`config.mk`:
```
export PLATFORM = sky130hd
export DESIGN_NAME = grid_line_tile_walker_top
export DESIGN_NICKNAME = d
export VERILOG_FILES = /design/src/sv/glw_pkg.sv /design/src/sv/grid_line_tile_walker_top.sv
export SDC_FILE = /design/constraint.sdc
export NUM_CORES = 1
export LEC_CHECK = 0
export ABC_AREA = 0
export BUFFER_PORTS_ARGS = -buffer_cell sky130_fd_sc_hd__buf_2
export CAP_MARGIN = 40
export CORE_MARGIN = 3
export CORE_UTILIZATION = 60
export DETAILED_ROUTE_END_ITERATION = 16
export PLACE_DENSITY = 0.8
export SYNTH_ARGS = -nofsm -noshare
export SYNTH_HDL_FRONTEND = slang
export SYNTH_SLANG_ARGS = --single-unit
```
`constraint.sdc`:
```
create_clock -name i_clk -period 7.2 [get_ports i_clk]
set_input_delay 0.36 -clock i_clk [delete_from_list [all_inputs] [get_ports i_clk]]
set_output_delay 0.36 -clock i_clk [all_outputs]
set_load 0.01 [all_outputs]
```
`src/sv/glw_pkg.sv`:
```
// Shared types and constants for the grid line tile walker.
// No dependencies; imported by grid_line_tile_walker_top.
`timescale 1ns / 1ps
`default_nettype none

package glw_pkg;

    localparam int COORD_W = 16;
    // Error term stays within +/- 2^17 for 16-bit endpoints.
    localparam int ERR_W   = 20;
    localparam int IN_W    = 4 * COORD_W;
    localparam int OUT_W   = 2 * COORD_W;

    typedef logic signed [COORD_W-1:0] t_coord;
    typedef logic signed [ERR_W-1:0]   t_err;

    typedef enum logic {
        MODE_START   = 1'b0,
        MODE_ADVANCE = 1'b1
    } t_mode;

endpackage

`default_nettype wire

```
`src/sv/grid_line_tile_walker_top.sv`:
```
// Grid line tile walker: walks the tiles crossed by a line between tile centers.
// Depends on glw_pkg (types, field widths, mode codes).
`timescale 1ns / 1ps
`default_nettype none

// Channel  Dir  Handshake               Payload
// s        in   i_s_tvalid/o_s_tready   tdata {to_y,to_x,from_y,from_x}, tuser mode
// m        out  o_m_tvalid/i_m_tready   tdata {tile_y,tile_x}, tuser more
//
// A transfer on s updates the walk state and loads the result register in the
// same edge; the result shows on m the next cycle.
// Throughput is one item per clock while m does not stall, set by the single
// error-term update (add/compare on a 20-bit register) rather than any multiplier.
// o_s_tready is high whenever the result register is empty or being taken,
// so a stall on m holds s off only while a result is waiting.
// Reset (i_rst_n low, synchronous) clears the walk, the current tile and the m valid flag.
//
// The slope test adx*(2b+1) - ady*(2a+1) is kept as a running error term:
// it starts at adx - ady, drops by 2*ady on each x step and rises by 2*adx on
// each y step, so its sign picks x, y, or both at an exact corner.

module grid_line_tile_walker_top
    import glw_pkg::*;
(
    input  wire                i_clk,
    input  wire                i_rst_n,
    input  wire                i_s_tvalid,
    output logic               o_s_tready,
    input  wire  [IN_W-1:0]    i_s_tdata,   // from_x, from_y, to_x, to_y
    input  wire                i_s_tuser,   // mode
    output logic               o_m_tvalid,
    input  wire                i_m_tready,
    output logic [OUT_W-1:0]   o_m_tdata,   // tile_x, tile_y
    output logic               o_m_tuser    // more
);

    // Walk state
    t_coord                r_cur_x, r_cur_y;
    t_coord                r_tgt_x, r_tgt_y;
    logic                  r_walking;
    logic                  r_neg_x, r_neg_y;      // step direction is -1
    logic                  r_dx_zero, r_dy_zero;  // axis-aligned line
    logic [COORD_W:0]      r_two_adx, r_two_ady;
    t_err                  r_err;

    // Result register
    logic                  r_out_valid;
    logic [OUT_W-1:0]      r_out_data;
    logic                  r_out_more;

    t_coord                n_cur_x, n_cur_y;
    logic                  n_walking;
    t_err                  n_err;

    logic                  s_accept;
    t_mode                 in_mode;
    t_coord                in_from_x, in_from_y, in_to_x, in_to_y;
    logic signed [COORD_W:0] dx, dy;
    logic [COORD_W-1:0]    adx, ady;
    logic                  step_x, step_y;

    assign in_mode   = t_mode'(i_s_tuser);
    assign in_from_x = i_s_tdata[COORD_W-1:0];
    assign in_from_y = i_s_tdata[2*COORD_W-1:COORD_W];
    assign in_to_x   = i_s_tdata[3*COORD_W-1:2*COORD_W];
    assign in_to_y   = i_s_tdata[4*COORD_W-1:3*COORD_W];

    assign o_s_tready = !r_out_valid || i_m_tready;
    assign s_accept   = i_s_tvalid && o_s_tready;

    // Start path: deltas and magnitudes
    always_comb begin
        dx  = {in_to_x[COORD_W-1], in_to_x} - {in_from_x[COORD_W-1], in_from_x};
        dy  = {in_to_y[COORD_W-1], in_to_y} - {in_from_y[COORD_W-1], in_from_y};
        adx = dx[COORD_W] ? COORD_W'(-dx) : dx[COORD_W-1:0];
        ady = dy[COORD_W] ? COORD_W'(-dy) : dy[COORD_W-1:0];
    end

    // Advance path: step choice
    always_comb begin
        step_x = r_dy_zero || (!r_dx_zero && !r_err[ERR_W-1]);
        step_y = r_dx_zero || (!r_dy_zero && (r_err[ERR_W-1] || r_err == '0));
    end

    always_comb begin
        n_cur_x   = r_cur_x;
        n_cur_y   = r_cur_y;
        n_walking = r_walking;
        n_err     = r_err;
        case (in_mode)
            MODE_START: begin
                n_cur_x   = in_from_x;
                n_cur_y   = in_from_y;
                n_walking = (in_from_x != in_to_x) || (in_from_y != in_to_y);
                n_err     = t_err'({1'b0, adx}) - t_err'({1'b0, ady});
            end
            MODE_ADVANCE: begin
                if (r_walking) begin
                    if (step_x) begin
                        n_cur_x = r_neg_x ? r_cur_x - 1'b1 : r_cur_x + 1'b1;
                    end
                    if (!r_dx_zero && !r_dy_zero) begin
                        n_err = r_err
                              - (step_x ? t_err'(r_two_ady) : t_err'(0))
                              + (step_y ? t_err'(r_two_adx) : t_err'(0));
                    end
                    if (step_y) begin
                        n_cur_y = r_neg_y ? r_cur_y - 1'b1 : r_cur_y + 1'b1;
                    end
                    n_walking = (n_cur_x != r_tgt_x) || (n_cur_y != r_tgt_y);
                end
            end
            default: begin
                n_walking = r_walking;
            end
        endcase
    end

    // Control state
    always_ff @(posedge i_clk) begin
        if (!i_rst_n) begin
            r_cur_x     <= '0;
            r_cur_y     <= '0;
            r_walking   <= 1'b0;
            r_out_valid <= 1'b0;
        end else begin
            if (s_accept) begin
                r_cur_x   <= n_cur_x;
                r_cur_y   <= n_cur_y;
                r_walking <= n_walking;
            end
            if (s_accept) begin
                r_out_valid <= 1'b1;
            end else if (i_m_tready) begin
                r_out_valid <= 1'b0;
            end
        end
    end

    // Line parameters, error term and result payload
    always_ff @(posedge i_clk) begin
        if (s_accept) begin
            r_err      <= n_err;
            r_out_data <= {n_cur_y, n_cur_x};
            r_out_more <= n_walking;
            if (in_mode == MODE_START) begin
                r_tgt_x   <= in_to_x;
                r_tgt_y   <= in_to_y;
                r_neg_x   <= dx[COORD_W];
                r_neg_y   <= dy[COORD_W];
                r_dx_zero <= (dx == '0);
                r_dy_zero <= (dy == '0);
                r_two_adx <= {adx, 1'b0};
                r_two_ady <= {ady, 1'b0};
            end
        end
    end

    assign o_m_tvalid = r_out_valid;
    assign o_m_tdata  = r_out_data;
    assign o_m_tuser  = r_out_more;

    // An active walk always has its current tile short of the target.
    a_walk_not_at_target: assert property (@(posedge i_clk) disable iff (!i_rst_n)
        r_walking |-> (r_cur_x != r_tgt_x) || (r_cur_y != r_tgt_y))
        else $error("walk active on target tile");

    // The reported more flag matches the walk state left by that item.
    a_more_tracks_walk: assert property (@(posedge i_clk) disable iff (!i_rst_n)
        s_accept |=> o_m_tuser == r_walking)
        else $error("more flag disagrees with walk state");

    // An advance on an active walk moves the tile.
    a_advance_moves: assert property (@(posedge i_clk) disable iff (!i_rst_n)
        s_accept && in_mode == MODE_ADVANCE && r_walking
        |=> (r_cur_x != $past(r_cur_x)) || (r_cur_y != $past(r_cur_y)))
        else $error("advance did not move the tile");

    // An advance with no walk leaves the tile where it was.
    a_idle_advance_holds: assert property (@(posedge i_clk) disable iff (!i_rst_n)
        s_accept && in_mode == MODE_ADVANCE && !r_walking
        |=> $stable(r_cur_x) && $stable(r_cur_y) && !o_m_tuser)
        else $error("idle advance changed state");

endmodule

`default_nettype wire

```
==> metrics.txt, run 1 <==
Total Wirelength 33.6 mm; Min-Delay Path Class in2reg; Yosys Warn Count 0; minimum clock period 5.89 ns; Static Leak 6.21 nW; Seq cells post-synth 155; dpl ws 1.00 ns; mapped cell area between 10,000 and 15,000 um^2; Finished Layout Cells around 1,800; worst rel slew slack ~40%; Wirelength per Cell 19.0 um; Layout Skew 0.0113 ns; Worst Setup Path Type in2reg; CTS resizes 0; met3 wire length ~2.6 mm; Crit path largest cell delay about 0.42 ns; Syn Nets between 1,500 and 2,000; post-synthesis instance total 1,395; Power Density 286 nW/um^2; IO buf count 103; Area contributors post-synth edfxtp_1 (29%), ha_1 (9.0%), xnor2_1 (6.6%); Clock Path Buffers 2; CP top delay family compound AO/OA/AOI/OAI gates; clock root buffer master clkbuf_16; CP max-delay cell fa_1; vias per inst between 6 and 7; via count 11,000; worst-path cell chain buf_2 > ha_1 > fa_1 > nand2b_1 > a21boi_1 > o31ai_2 > o21ai_1 > mux2_2 > inv_1 > o21ai_0 > xnor2_1 > inv_1 > ha_1 > and2_1 > a311oi_1 > o41ai_1 > nor4b_1 > nor2_1 > a221oi_4 > o21ai_1 > maj3_2 > a2111oi_2 > a221oi_2; drt drc 0; syn avg cell area 9.12 um^2; CP Capture Type register; Worst Setup Slack, final 1.31 ns; initial antenna violation count 1; Detail Placement HPWL 25.5 mm; largest net degree at the start of global routing about 50; unrepaired setup endpoints after global routing no; fin nets 1,670; Finished Cell Area roughly 14,000 um^2; most area-hungry cell type in the Yosys netlist edfxtp_1; drt pass-1 iters 7; Fin Setup TNS 0 ns; number of post-CTS setup repair buffers 0; Tcrit/Tclk final 81.8%; ant diodes 0; number of placement rows 52; placed insts 1,738; Critical Path Start Type primary input; initial core utilization 61.9%; Post-synth EDFFs roughly 120; Max-Cap Viols 0; count of cell types in the netlist about 100; share of the synthesized area in the top cell type between 20% and 30%; Die Area 23,000 um^2; first-pass GRT wire length approximately 53 mm; post-layout util 68.9%; Total GRT Usage 29.3%; post-synthesis sequential area ratio about a third; Max H-tree Level 4; First DRT Iteration DRCs 1,002; CP bufs+invs 3; Core Area 20,600 um^2; worst endpoint required time 7.35 ns; grt ovf 0; CTS tree yes; Post-DP Area around 14,000 um^2; hold bufs inserted after CTS 0; routability cong. 0.984; top layer in use met5; actual slew at the worst max-slew pin 0.906 ns; die width 152 um; vias in the first global route 10,400; final setup fails 0; maximum VDD drop 0.155 mV; WL met1 about 14 mm; CP Data Arrival Time 6.04 ns; ys flop type edfxtp_1; Max Fclk 170 MHz; met2 WL approximately 16 mm; Max FO, Critical Path 15; Slew Limit Fails 0; number of buffers created by CTS 17; Worst-path clk slew 0.07 ns; # IOs 104; top post-synthesis cells by count inv_1 (141), nand2_1 (141), a21oi_1 (134); Fin. Hold Viols 0; worst skew pair latency 0.43 ns; area grow syn2layout 11.4%; die height between 150 and 200 um; Sink Count 155; share of layout cells above drive strength 1 roughly 13%; Async SR Flop Fraction 0%; ANT nets after route 0; status finished, final reports clean
worst reg2reg max path, cell delays in order (launching register included):
cell	delay (ns)
edfxtp_1	0.40
nor4_1	0.58
nand4_1	0.29
o41a_1	0.40
o21bai_2	0.47
buf_4	0.27
nand2_1	0.08
fa_1	0.48
inv_1	0.04
ha_1	0.32
a21o_1	0.18
a21oi_1	0.21
o21ai_0	0.12
a21oi_1	0.25
o21ai_0	0.17
nand2_1	0.15
a21o_1	0.20
a21oi_1	0.11
a41o_1	0.27
o41ai_1	0.32
xnor2_1	0.17
o21ai_1	0.08
per-layer routing:
layer  global-route usage (%)  up-vias
met5                        0        -
met4                     9.97        2
met3                     5.98       91
met2                     47.9      473
met1                     39.0     5204
li1                         -     5185
flip-flops by register name (all words and copies together) (netlist names):
signal	cells
o_m_tdata	32
o_m_tuser	1
o_m_tvalid	1
r_cur_x	16
r_cur_y	16
r_dx_zero	1
r_dy_zero	1
r_err	20
r_neg_x	1
r_neg_y	1
r_tgt_x	16
r_tgt_y	16
r_two_adx	16
r_two_ady	16
r_walking	1
cell type report:
cell class,count,area [um^2]
multi-input cells,1053,7710
fillers,1631,6390
flip-flops and latches,155,4310
repair buffers,116,668
inverters,144,541
clock buffers,18,429
well taps,270,338
clock inverters,14,178
cell families after synthesis:
logic type / synth area share (%)
AOI/OAI and AO/OA: 19.0
xor gates and xnor gates: 10.0
adders and majority gates: 12.7
buffers and inverters: 5.63
DFF: 33.9
muxes: 3.02
and+or+nand+nor: 15.7
report_power, final:
group | total, mW | leakage [nW] | switching (mW) | internal, mW
Clock | 0.938 | 0.296 | 0.411 | 0.527
Combinational | 1.94 | 4.49 | 1.13 | 0.805
Sequential | 1.17 | 1.42 | 0.0559 | 1.12
cells in the final DEF (no fill, tap or decap), types with 18 or more instances in the layout:
| cell | n |
|---|---|
| nand3_1 | 19 |
| edfxtp_1 | 121 |
| o21ai_0 | 48 |
| buf_2 | 103 |
| inv_1 | 140 |
| xnor2_1 | 96 |
| nor4_1 | 18 |
| a21oi_1 | 134 |
| mux2i_1 | 35 |
| fa_1 | 22 |
| nor2_1 | 77 |
| nor3_1 | 18 |
| xor2_1 | 37 |
| ha_1 | 92 |
| nand2_1 | 141 |
| a21o_1 | 34 |
| dfxtp_1 | 34 |
| and2_1 | 23 |
worst paths after layout:
| check | depth (start not counted) | slack (ns) | to | start |
|---|---|---|---|---|
| max | 23 | 1.31 | r_err[15] | i_s_tdata[16] |
| min | 1 | 0.12 | r_tgt_y[2] | i_s_tdata[50] |
| max reg2reg | 21 | 1.37 | r_err[19] | r_err[5] |
| min reg2reg | 2 | 0.50 | r_cur_y[4] | r_cur_y[4] |
metrics by stage:
stage / power (mW) / hold WS (ns)
after floorplan: 2.65 / 0.459
after global placement: 3.02 / 0.479
after detailed placement: 3.08 / 0.486
after CTS: 4.03 / 0.112
after global routing: 4.31 / 0.110
final: 4.05 / 0.120
Note: power is estimated with default switching activity, not from simulation.
==> inputs of run 2 (changes only) <==
Clock period 7.2 ns to 5.5 ns, I/O delays scaled along.
==> run 2 against run 1 <==
Cell area rose by 2.5%. Global-route usage increased by 0.39 points. Critical endpoint is now r_err[14]. Count of clock-buffer cells in the layout rose by 2.
==> metrics.txt, run 2 (synthesized netlist as in run 1, its figures left out) <==
status finished, final reports clean; vias in the first global route 10,600 (+2.7%); met1 Use GR 38.0% (-1.0 points); largest net degree at the start of global routing 45 (-8.2%); Max H-tree Level 4 (unchanged); via count 11,100 (+0.95%); fin nets 1,712 (+2.5%); Clock Path Buffers 2 (unchanged); Detail Placement HPWL 25.9 mm (+1.4%); CTS tree yes; First DRT Iteration DRCs 983 (-1.9%); Power Density 380 nW/um^2 (+33%); ant diodes 0 (unchanged); initial antenna violation count 2 (+1); Finished Layout Cells 1,812 (+2.4%); Slew Limit Fails 0 (unchanged); Static Leak 6.40 nW (+3.2%); Hold Crit Depth 1 (unchanged); Fin Hold WS 0.0299 ns (-0.0904 ns); Tcrit/Tclk final 95.3%; area grow syn2layout 14.3%; worst endpoint required time 5.79 ns (-1.56 ns); HP Start i_s_tdata[58]; number of placement rows 52 (unchanged); placed insts 1,778 (+2.3%); die width 152 um (unchanged); routing usage on met3 6.69% (+0.71 points); Wirelength per Cell 18.9 um (-0.41%); R2R setup slack 0.37 ns (-1.00 ns); RR Endpoint r_err[19]; commonest non-fill, non-tap cell in the layout nand2_1; Sink Count 155 (unchanged); minimum clock period 5.24 ns; Fin. Hold Viols 0 (unchanged); Worst R2R Path Depth 22 (+4.8%); Min-Delay Path Class in2reg; drt pass-1 iters 6 (-1); Min-Delay Endpoint r_tgt_y[10]; worst skew pair latency 0.44 ns (about the same); vias per inst 6.10 (-1.4%); IO buf count 103 (unchanged); Total Wirelength 34.3 mm (+2.0%); max reg flops 32 (unchanged); hold bufs inserted after CTS 0 (unchanged); final setup fails 0 (unchanged); RR Startpoint r_err[19]; Critical Path Start Type primary input; routability cong. 0.943 (-4.2%); clock root buffer master clkbuf_16; Worst Setup Path Type in2reg; CP max-delay cell a2111oi_4; Max FO, Critical Path 8 (-7); actual slew at the worst max-slew pin 0.904 ns (-0.00209 ns); Die Area 23,000 um^2 (unchanged); number of buffers created by CTS 17 (unchanged); Max-Cap Viols 0 (unchanged); die height 152 um (unchanged); Top Usage Layer GRT met2; Total GRT Usage 29.7% (+0.39 points); Layout Skew 0.0122 ns (+0.000849 ns); initial core utilization 61.9% (unchanged); ANT nets after route 0 (unchanged); share of layout cells above drive strength 1 15.6% (+2.8 points); commonest cells after routing, fill and taps aside nand2_1 (141), inv_1 (139), a21oi_1 (132), edfxtp_1 (121), buf_2 (103); maximum VDD drop 0.225 mV (+45%); CP Capture Type register; Worst-path clk slew 0.07 ns (about the same); CP Data Arrival Time 5.53 ns (-0.51 ns); grt ovf 0 (unchanged); met2 GRT Util 48.8% (+0.89 points); worst rel slew slack 39.6% (about the same); # IOs 104 (unchanged); Max Fclk around 190 MHz; first-pass GRT wire length 53.2 mm (+1.0%); Crit path largest cell delay 0.50 ns (+0.08 ns); Core Area 20,600 um^2 (unchanged); drt drc 0 (unchanged)
## run 2: changes by cell type in the layout (fill, tap and decap cells not counted), moves of 2 or more
cell and delta:
buf_12 +2, a2111oi_4 +2, buf_4 +42, a2111oi_2 -2, inv_6 +3, a21oi_2 +2
a21oi_1 -2, inv_8 -3
## run 2: layer usage
metal	wire length, um	vias up
met5	21	-
met4	1290	4
met3	2730	103
met1	14000	5233
met2	16200	452
li1	-	5267
## run 2: timing repair
item / 4_1_cts / 5_1_grt
hold endpoints to repair: 0 / 0
endpoints found under the setup margin: 0 / 7
gates resized for setup: 0 / 12
setup buffers: 0 / 2
## run 2: critical path, delay by kind of cell
family,cells,cell delay (ns)
AOI/OAI and AO/OA,12,2.33
adders and majority gates,3,1.02
muxes,2,0.71
and+or+nand+nor,4,0.66
buffers and inverters,5,0.53
## run 2: how the worst max path moves through the flow
stage | from | to | slack (ns) | cells past startpoint
after floorplan | i_s_tdata[48] | r_err[15] | 0.09 | 25
after global placement | i_s_tdata[16] | r_err[15] | 0.03 | 25
after detailed placement | i_s_tdata[48] | r_err[14] | -0.19 | 26
after CTS | r_err[19] | r_err[19] | 0.03 | 22
after global routing | i_s_tdata[48] | r_err[14] | -0.03 | 26
final | i_s_tdata[48] | r_err[14] | 0.26 | 26
## run 2: metrics by stage
step / setup WS [ns] / setup TNS [ns] / area [um^2] / utilization, % / total power [mW]
detailed placement: -0.191 / -0.652 / 13900 / 67.4 / 4.21
CTS: 0.0334 / 0 / 14400 / 70.3 / 5.42
global placement: 0.0281 / 0 / 13800 / 67.0 / 4.12
global route: -0.0285 / -0.0285 / 14500 / 70.7 / 5.86
floorplan: 0.0903 / 0 / 12700 / - / 3.47
finish: 0.260 / 0 / 14500 / 70.7 / 5.52
## run 2: final cells by class
cell class	instances	area (um^2)
multi-input cells	1053	7780
fillers	1598	6030
flip-flops and latches	155	4310
repair buffers	158	981
inverters	144	541
clock buffers	20	458
well taps	270	338
clock inverters	12	123
## run 2: report_power, final
part           switching (mW)  internal [mW]  total, mW  leakage [nW]
Combinational            1.58           1.22       2.81          4.70
Clock                   0.523          0.662       1.18         0.280
Sequential             0.0732           1.46       1.53          1.42
Total                    2.18           3.35       5.52          6.40
